**src/rtl/core/cafc_pkg.sv**
```systemverilog
// shared types and constants for the acknowledge frame checker
// no dependencies; the other files that use it refer to this package by scoped names

package cafc_pkg;

	localparam int MAX_VALUE_BYTES = 32;
	localparam int IDX_W = (MAX_VALUE_BYTES > 1) ? $clog2(MAX_VALUE_BYTES) : 1;
	localparam int CNT_W = $clog2(MAX_VALUE_BYTES + 1);

	localparam logic [7:0]  FIXED_BYTES   = 8'd10;
	localparam logic [15:0] MIN_PAYLOAD   = 16'd4;
	localparam logic [15:0] MAX_PAYLOAD   = 16'(4 + MAX_VALUE_BYTES);
	localparam logic [7:0]  MIN_FRAME     = 8'd6;
	localparam logic [31:0] TRAILER_WORD  = 32'h0403_0201;
	localparam logic [15:0] ACK_BIT       = 16'h0100;

	localparam logic [7:0] POS_LEN_LO  = 8'd4;
	localparam logic [7:0] POS_LEN_HI  = 8'd5;
	localparam logic [7:0] POS_CMD_LO  = 8'd6;
	localparam logic [7:0] POS_CMD_HI  = 8'd7;
	localparam logic [7:0] POS_STS_LO  = 8'd8;
	localparam logic [7:0] POS_STS_HI  = 8'd9;
	localparam logic [7:0] POS_SAT     = 8'hFF;

	typedef enum logic [1:0] {
		ACK_VALID     = 2'd0,
		ACK_INVALID   = 2'd1,
		ACK_WRONG_CMD = 2'd2,
		ACK_FAILED    = 2'd3
	} ack_status_t;

	typedef enum logic [1:0] {
		ST_COLLECT,
		ST_JUDGE,
		ST_EMIT
	} cafc_state_t;

	// controller to datapath
	typedef struct packed {
		logic take;
		logic judge;
		logic load_value;
		logic load_status;
		logic clear;
	} cafc_cmd_t;

	// datapath to controller
	typedef struct packed {
		logic rem_zero;
		logic out_free;
	} cafc_sts_t;

	function automatic logic [7:0] hdr_byte(input logic [1:0] pos);
		logic [7:0] b;
		unique case (pos)
			2'd0: b = 8'hFD;
			2'd1: b = 8'hFC;
			2'd2: b = 8'hFB;
			default: b = 8'hFA;
		endcase
		return b;
	endfunction

endpackage

```
**src/rtl/core/cafc_datapath.sv**
```systemverilog
// frame field capture, value buffer, judgment and output register
// depends on cafc_pkg

module cafc_datapath (
	input  logic                 clk,
	input  logic                 arst_n,
	input  cafc_pkg::cafc_cmd_t  cmd,
	output cafc_pkg::cafc_sts_t  sts,
	input  logic [7:0]           byte_in,
	input  logic                 cfg_wr_en,
	input  logic [15:0]          cfg_wr_data,
	output logic                 out_valid,
	input  logic                 out_ready,
	output logic                 is_value,
	output logic [7:0]           value_byte,
	output logic [1:0]           ack_status,
	output logic                 last
);

	logic [15:0] await_cmd_q;
	logic [7:0]  byte_position_q;
	logic        header_mismatch_q;
	logic [15:0] payload_length_q;
	logic [15:0] echoed_command_q;
	logic [15:0] status_word_q;
	logic [31:0] tail_window_q;
	logic [7:0]  value_store [cafc_pkg::MAX_VALUE_BYTES];

	cafc_pkg::ack_status_t       st_q;
	logic [cafc_pkg::CNT_W-1:0]  rem_q;
	logic [cafc_pkg::IDX_W-1:0]  rd_idx_q;

	logic        out_valid_q;
	logic        is_value_q;
	logic [7:0]  value_byte_q;
	logic [1:0]  ack_status_q;
	logic        last_q;

	logic [7:0]  store_off;
	logic        store_hit;
	cafc_pkg::ack_status_t judge_st;
	logic [15:0] plen_minus;

	assign store_off = byte_position_q - cafc_pkg::FIXED_BYTES;
	assign store_hit = (byte_position_q >= cafc_pkg::FIXED_BYTES) &&
		(9'(store_off) < 9'(cafc_pkg::MAX_VALUE_BYTES));
	assign plen_minus = payload_length_q - cafc_pkg::MIN_PAYLOAD;

	// byte_position already counts the final byte, so it equals the frame length
	// for every length that can pass
	always_comb begin
		if (byte_position_q < cafc_pkg::MIN_FRAME || header_mismatch_q ||
			payload_length_q < cafc_pkg::MIN_PAYLOAD ||
			payload_length_q > cafc_pkg::MAX_PAYLOAD ||
			16'(byte_position_q) != payload_length_q + 16'(cafc_pkg::FIXED_BYTES) ||
			tail_window_q != cafc_pkg::TRAILER_WORD) begin
			judge_st = cafc_pkg::ACK_INVALID;
		end else if (echoed_command_q != (await_cmd_q | cafc_pkg::ACK_BIT)) begin
			judge_st = cafc_pkg::ACK_WRONG_CMD;
		end else if (status_word_q != 16'd0) begin
			judge_st = cafc_pkg::ACK_FAILED;
		end else begin
			judge_st = cafc_pkg::ACK_VALID;
		end
	end

	always_ff @(posedge clk or negedge arst_n) begin
		if (!arst_n) begin
			await_cmd_q <= '0;
		end else if (cfg_wr_en) begin
			await_cmd_q <= cfg_wr_data;
		end
	end

	always_ff @(posedge clk or negedge arst_n) begin
		if (!arst_n) begin
			byte_position_q   <= '0;
			header_mismatch_q <= 1'b0;
			payload_length_q  <= '0;
			echoed_command_q  <= '0;
			status_word_q     <= '0;
			tail_window_q     <= '0;
		end else if (cmd.clear) begin
			byte_position_q   <= '0;
			header_mismatch_q <= 1'b0;
			payload_length_q  <= '0;
			echoed_command_q  <= '0;
			status_word_q     <= '0;
			tail_window_q     <= '0;
		end else if (cmd.take) begin
			if (byte_position_q != cafc_pkg::POS_SAT) begin
				byte_position_q <= byte_position_q + 8'd1;
			end
			tail_window_q <= {tail_window_q[23:0], byte_in};
			if (byte_position_q < cafc_pkg::POS_LEN_LO) begin
				if (byte_in != cafc_pkg::hdr_byte(byte_position_q[1:0])) begin
					header_mismatch_q <= 1'b1;
				end
			end
			if (byte_position_q == cafc_pkg::POS_LEN_LO) payload_length_q[7:0]  <= byte_in;
			if (byte_position_q == cafc_pkg::POS_LEN_HI) payload_length_q[15:8] <= byte_in;
			if (byte_position_q == cafc_pkg::POS_CMD_LO) echoed_command_q[7:0]  <= byte_in;
			if (byte_position_q == cafc_pkg::POS_CMD_HI) echoed_command_q[15:8] <= byte_in;
			if (byte_position_q == cafc_pkg::POS_STS_LO) status_word_q[7:0]     <= byte_in;
			if (byte_position_q == cafc_pkg::POS_STS_HI) status_word_q[15:8]    <= byte_in;
		end
	end

	always_ff @(posedge clk) begin
		if (cmd.take && store_hit) begin
			value_store[store_off[cafc_pkg::IDX_W-1:0]] <= byte_in;
		end
	end

	// only a valid frame releases its value bytes; length is in range then
	always_ff @(posedge clk or negedge arst_n) begin
		if (!arst_n) begin
			st_q     <= cafc_pkg::ACK_VALID;
			rem_q    <= '0;
			rd_idx_q <= '0;
		end else if (cmd.judge) begin
			st_q     <= judge_st;
			rem_q    <= (judge_st == cafc_pkg::ACK_VALID) ? plen_minus[cafc_pkg::CNT_W-1:0] : '0;
			rd_idx_q <= '0;
		end else if (cmd.load_value) begin
			rem_q    <= rem_q - 1'b1;
			rd_idx_q <= rd_idx_q + 1'b1;
		end
	end

	always_ff @(posedge clk or negedge arst_n) begin
		if (!arst_n) begin
			out_valid_q <= 1'b0;
		end else if (cmd.load_value || cmd.load_status) begin
			out_valid_q <= 1'b1;
		end else if (out_ready) begin
			out_valid_q <= 1'b0;
		end
	end

	always_ff @(posedge clk) begin
		if (cmd.load_value) begin
			is_value_q   <= 1'b1;
			value_byte_q <= value_store[rd_idx_q];
			ack_status_q <= cafc_pkg::ACK_VALID;
			last_q       <= 1'b0;
		end else if (cmd.load_status) begin
			is_value_q   <= 1'b0;
			value_byte_q <= 8'd0;
			ack_status_q <= st_q;
			last_q       <= 1'b1;
		end
	end

	assign sts.rem_zero = (rem_q == '0);
	assign sts.out_free = !out_valid_q || out_ready;

	assign out_valid  = out_valid_q;
	assign is_value   = is_value_q;
	assign value_byte = value_byte_q;
	assign ack_status = ack_status_q;
	assign last       = last_q;

	// a beat may only be loaded over a slot that is empty or draining
	a_load_free: assert property (@(posedge clk) disable iff (!arst_n)
		(cmd.load_value || cmd.load_status) |-> sts.out_free)
		else $error("output register overwritten while stalled");

	// value beats are never released for a frame judged bad
	a_value_valid_only: assert property (@(posedge clk) disable iff (!arst_n)
		cmd.load_value |-> (st_q == cafc_pkg::ACK_VALID))
		else $error("value beat released for rejected frame");

	// a status beat always closes with last set
	a_status_last: assert property (@(posedge clk) disable iff (!arst_n)
		cmd.load_status |=> (last_q && !is_value_q && out_valid_q))
		else $error("status beat malformed");

endmodule

```
**config.mk**
```make
export PLATFORM = sky130hd
export DESIGN_NAME = cafc_datapath
export DESIGN_NICKNAME = d
export VERILOG_FILES = /design/src/rtl/core/cafc_pkg.sv /design/src/rtl/core/cafc_datapath.sv
export SDC_FILE = /design/constraint.sdc
export NUM_CORES = 1
export LEC_CHECK = 0
export BUFFER_PORTS_ARGS = -buffer_cell sky130_fd_sc_hd__buf_2
export CAP_MARGIN = 20
export CORE_UTILIZATION = 50
export DETAILED_ROUTE_END_ITERATION = 10
export PLACE_DENSITY = 0.66
export RECOVER_POWER = 50
export SYNTH_ARGS = -nofsm -noshare
export SYNTH_HDL_FRONTEND = slang
export SYNTH_SLANG_ARGS = --single-unit
```
**constraint.sdc**
```tcl
create_clock -name clk -period 6.8 [get_ports clk]
set_clock_uncertainty 0.05 [all_clocks]
set_input_delay 1.36 -clock clk [delete_from_list [all_inputs] [get_ports clk]]
set_output_delay 1.36 -clock clk [all_outputs]
set_load 0.02 [all_outputs]
```
=== After elaboration in Yosys (flattened, before gate mapping) ===
Memories as Yosys holds them, arrays and structs flattened.
Index checks and enable logic that the tools add are counted.

* Add/sub/neg operators: 6
* Order comparisons: 6
* Eq/ne operators: 13
* Multiplexer cells: 39
* Reductions and logical operators: 35

{| class="wikitable"
|+ Operators by type and width
! operator !! count
|-
| $mux W8 || 14
|-
| $mux W16 || 6
|-
| $mux W32 || 2
|-
| $eq A8 B3 Y1 const B || 4
|-
| $ne A32 B27 Y1 const B || 1
|-
| $reduce_bool A2 Y1 || 13
|-
| $mux W6 || 3
|-
| $add A16 B4 Y16 const B || 1
|-
| $eq A8 B4 Y1 const B || 2
|-
| $gt A16 B6 Y1 const B || 1
|-
| $lt A16 B3 Y1 const B || 1
|-
| $lt A8 B3 Y1 const B || 2
|-
| $ne A16 B16 Y1 || 1
|-
| $ne A8 B16 Y1 || 1
|-
| $reduce_bool A16 Y1 || 1
|-
| $reduce_and A2 Y1 || 7
|-
| $mux W5 || 2
|-
| $pmux W3 S3 || 1
|-
| $add A8 B1 Y8 const B || 1
|-
| $ge A8 B4 Y1 const B || 1
|-
| $lt A8 B6 Y1 const B || 1
|-
| $mux W1 || 8
|-
| $ne A8 B8 Y1 || 1
|-
| $ne A8 B8 Y1 const B || 1
|-
| other kinds (13) || 23
|}

* Bits in registers: 131
* Memory bits (writable): 256
* Memories kept: 1

{| class="wikitable"
|+ Memories
! name !! depth !! width !! read ports !! clocked after Yosys merged registers in !! write ports !! line !! source
|-
| value_store || 32 || 8 || 1 || 0 || 1 || cafc_datapath.sv:27 || <nowiki>logic [7:0] value_store [cafc_pkg::MAX_VALUE_BYTES];</nowiki>
|}

=== Depth between registers and ports, before layout ===
* Depth in word-level cells: 10
* Gate-level depth with buffers: 9
* Gate-level depth less buffers: 8

=== Worst setup path before layout ===
No wires, ideal clock.

* Path type: input to register
* Start: input port cmd[4] (netlist bit)
* End: memory value_store[10][0] (enable)
* Setup time: 370 ps
* Arrival: 2,583 ps
* Data required time: 6,380 ps
* Setup slack: 3,796 ps
* Stages on the path: 4
* Path buffers: 1
* Path through: clkbuf_1 > nor3b_1 > nand2_1 > nor2_1

* Longest elaborated chain between the ends: 3

{| class="wikitable"
|+ RTL lines
! item !! line !! source
|-
| from (decl) || cafc_datapath.sv:7 || <nowiki>input cafc_pkg::cafc_cmd_t cmd,</nowiki>
|-
| $logic_and A1 B1 Y1 || cafc_datapath.sv:110 || <nowiki>if (cmd.take && store_hit) begin</nowiki>
|-
| $mux W1 || cafc_datapath.sv:110 ||
|-
| $mux W1 (not written as such) || cafc_datapath.sv:111 || <nowiki>value_store[store_off[cafc_pkg::IDX_W-1:0]] <= byte_in;</nowiki>
|-
| to (decl) || cafc_datapath.sv:27 ||
|}

No other way between the ends.

=== Final worst setup path ===
* Start: input port cmd[4] (netlist bit)
* End: memory value_store[9][4] (enable)

The elaborated chain is that of the path after synthesis.

==> results.txt <==
- Total number of placement rows: 65
- TritonCTS built the clock tree.
- The number of nets in the synthesized netlist is around 1000.
- The number of antenna violations at the first check in global routing came to 0.
- For this design the top-level I/O count stands at 48.
- The number of failing hold endpoints at the final stage was 0.
- Number of synthesized register bits: 386
- Global router's overall resource usage: 0.200
- Setup total negative slack on the finished layout was measured at 0 ns.
* Register-to-register path setup slack: 3.16 ns
- Largest delay contributor family on the critical path: simple AND/OR/NAND/NOR gates
- Across the VDD grid, the largest voltage drop is 0.000163 V.
- The first detailed-routing pass took 5 iterations.
- Via count of the routed design: 8294
* Starting Density: 0.510
- Die X-Extent: 182 µm
- Crit-path slowest cell: clkbuf_1
- Setup repair after global routing missed its margin: false
- Signal arrival time at the worst endpoint: 4.82 ns
- In this run the standard cell core region covers approximately 32000 µm².
- Count of buffers inserted at the top-level ports: 46
* Setup Viol. Count Final: 0
- Cell-by-cell trace of the critical path: clkbuf_1 -> nor3b_1 -> nand2_1 -> nor2_1
- Number of nets at the end of the flow: 1070
- Of the total power, the share spent switching nets is 0.217.
- Routability-driven placement finished with a final weighted congestion of 0.740.
* Diode insertion count for antenna repair: 0
* Relative max-transition margin: -1.14
- The later pin in the worst-skew pair is clocked with a latency of 0.54 ns.
- In this run the worst path has a maximum fanout of 35.
- First-iteration detailed-routing DRC count: roughly 650
- In the finished design, the share of the clock period the worst path needs comes to 0.693.
- In the post-synthesis netlist, the biggest area contributors are edfxtp_1 (49%), dfrtp_1 (18%), mux4_2 (11%).
* Die extent in y: 182 µm
* Number of buffers inserted during clock tree synthesis: 40
- P_leak: 6.60 nW
- Counting buffers and inverters, the worst setup path is 4 cells deep.
- The first global-routing pass estimated 50100 µm of wire.
- The via count of the first global-routing pass is around 8500.
* Worst Reg2Reg Path Length in Cells: 8
- Area taken by flip-flops and latches: 11000 µm²
* Multi-input combinational cell area: between 4000 and 5000 µm²
* Buffers plus inverters on the worst setup path: 1
- Number of DRC violations after detailed routing: 0
- Entering global routing, the biggest net connects 90 pins.
- Routed signal wires occupy layers up through met4.
* Overflow after GRT: 0
* Number of filler cells placed in the layout: 2435
* Bufs on Longest Clock Path: 3
* Timing-limited maximum frequency: between 200 and 250 MHz
- Detailed Place HPWL: about 19000 µm
- CTS Hold Bufs: 0
* Measured slew at the worst slew-check pin: around 3.2 ns
- Hold Path Stages: 1
* Cell type contributing the most total cell area after synthesis: edfxtp_1
- The flow ran to the end, but the final reports show violations.
- Dominant register cell in the synthesized netlist: edfxtp_1
* Critical path startpoint: cmd[4]
* Met2 wire length: 15100 µm
- Yosys instantiated no cell more often than edfxtp_1.
- The routed design has 31700 µm of wire.
- The detail route stage leaves a number of antenna-violating nets equal to 0.
* Most frequent cells after synthesis: edfxtp_1 (264), nor2_1 (142), dfrtp_1 (118)
* Average routed wire per standard cell: 21.8 µm
- The worst hold path begins at is_value$_SDFFE_PP1P_.
- Clk pwr share: 0.423
* Kind of start point of the critical path: primary input
* Growth of design area from synthesis to finish: 11.2%
- Fraction of synthesized cell area taken by the top area cell type: 0.492
- Share of power burned in combinational logic: 0.062
- Synthesized area divided by synthesized cell count: 16.4 µm²
* WL met3: 1490 µm
- Of the synthesized area, sequential elements account for 0.680.
* Clock-pin transition on the worst setup and hold timing paths: 0.06 ns
* Post-layout minimum cycle time: 4.71 ns
- The worst hold path terminates at is_value$_SDFFE_PP1P_.
* PostCTS Resize Cnt: 0
- Combined area of all synthesized cells: 16100 µm²
- The floorplan step defined a die boundary enclosing ~33000 µm².
* Max-slew violation count: 425
- Max_cap viols: 10
- Power Density: 280 nW/µm²
* Share of layout cells above drive strength 1: 0.191
- The internal portion of the total power is just under 4 mW.
- Setup Buffers After CTS: 0
* Unique cell type count in the Yosys netlist: between 50 and 60
- Type of destination of the critical path: flop
- Yosys Warn Count: 0
- For this run, the share of the core covered by cells in the final layout is 0.567.
* Destination of the worst register-to-register timing path: value_store[9][4]$_DFFE_PP_
* Async set-or-reset flop fraction in the synthesized netlist: 0.306
- Clock tree synthesis found a total of 386 sinks.
- Cell chosen for the clock root: clkbuf_16
* M1 WL: 14500 µm
* EDFF count, synth: 264
- In the synthesized netlist, the number of instances is a little under 1000.
- Max H-tree Level: 2
- Startpoint of the worst-slack reg-to-reg timing path: byte_position_q[1]$_DFFE_PN0P_
- Vias/cell: 5.70
- Min-delay worst type: reg2reg
- The checks that failed: capacitance limit, slew limit.
* Critical Path RT: 6.90 ns
- Critical Setup Path Class: in2reg
- Final Hold Slack: about 0.41 ns
- On the worst path, the slowest cell contributes a delay of 1.65 ns.
- Part of the total power dissipated in sequential elements: 0.515
* Sw power: 1.09 mW
[sequential cells by signal (all words and copies together), names as in the netlist]
register,cells
value_store,256
tail_window_q,32
echoed_command_q,16
payload_length_q,16
status_word_q,16
await_cmd_q,15
byte_position_q,8
value_byte,8
rem_q,6
rd_idx_q,5
ack_status,2
st_q,2
header_mismatch_q,1
is_value,1
last,1
out_valid,1
[layer usage]
metal	up-vias	global-route usage
li1	3806	-
met1	4248	0.293
met2	198	0.312
met3	42	0.0341
met4	0	0.0532
met5	-	0
[cell families (layout without fill, tap and decap cells)]
group	count (synthesis)	after routing	synth area share
flip-flops	386	386	0.680
AND/OR/NAND/NOR	252	252	0.0744
multiplexers	188	188	0.180
buffers and inverters	70	143	0.0186
XOR/XNOR	45	45	0.0244
AO/OA/AOI/OAI	27	27	0.0126
adder cells (fa/ha/maj)	13	13	0.0101
[worst register-to-register path: stages, from the launching register on]
cell,delay (ns)
dfrtp_1,0.53
inv_1,0.18
ha_1,0.29
nor2b_1,0.20
a21oi_1,0.10
o32a_1,0.30
nor3b_1,0.42
nand2_1,0.46
nor2_1,0.77
[power by group through the flow]
stage | registers [mW] | logic (mW) | clock network (mW)
after global routing | 2.59 | 0.339 | 2.26
after global placement | 2.63 | 0.314 | 0
after detailed placement | 2.63 | 0.318 | 0
final | 2.58 | 0.310 | 2.12
after CTS | 2.58 | 0.319 | 2.17
after floorplan | 2.62 | 0.211 | 0
[per-stage QoR]
| stage | setup slack (ns) | std cells | power (mW) | instance area (µm²) |
|---|---|---|---|---|
| after detailed placement | 2.53 | 1384 | 2.95 | 16700 |
| after CTS | 3.07 | 1456 | 5.07 | 18000 |
| after global routing | 1.77 | 1456 | 5.18 | 17900 |
| final | 2.09 | 1456 | 5.01 | 17900 |
| after floorplan | 3.80 | 981 | 2.83 | 16100 |
| after global placement | 2.53 | 1384 | 2.94 | 16700 |
[how the worst max path moves through the flow]
stage                                              end
after global placement     value_store[0][3]$_DFFE_PP_
after global routing       value_store[9][4]$_DFFE_PP_
after detailed placement   value_store[8][3]$_DFFE_PP_
final                      value_store[9][4]$_DFFE_PP_
after CTS                  value_store[8][5]$_DFFE_PP_
after floorplan           value_store[10][0]$_DFFE_PP_
[cell usage in the layout, fill, tap and decap left out, types with 18 or more instances in the layout]
| cell type | Yosys | final |
|---|---|---|
| mux4_2 | 80 | 80 |
| dfrtp_1 | 118 | 116 |
| edfxtp_1 | 264 | 264 |
| xnor2_1 | 31 | 31 |
| clkbuf_1 | 38 | 26 |
| buf_2 | 12 | 35 |
| nor2_1 | 142 | 142 |
| nand2_1 | 18 | 18 |
| mux2i_1 | 93 | 93 |
| clkbuf_16 | 0 | 40 |
[cell type report]
cell class	instances	area share
clock buffers	52	0.0606
clock inverters	20	0.0104
inverters	13	0.00272
multi-input cells	525	0.271
flip-flops and latches	386	0.612
well taps	402	0.0281
repair buffers	58	0.0156
(Power assumes the default switching activity.)
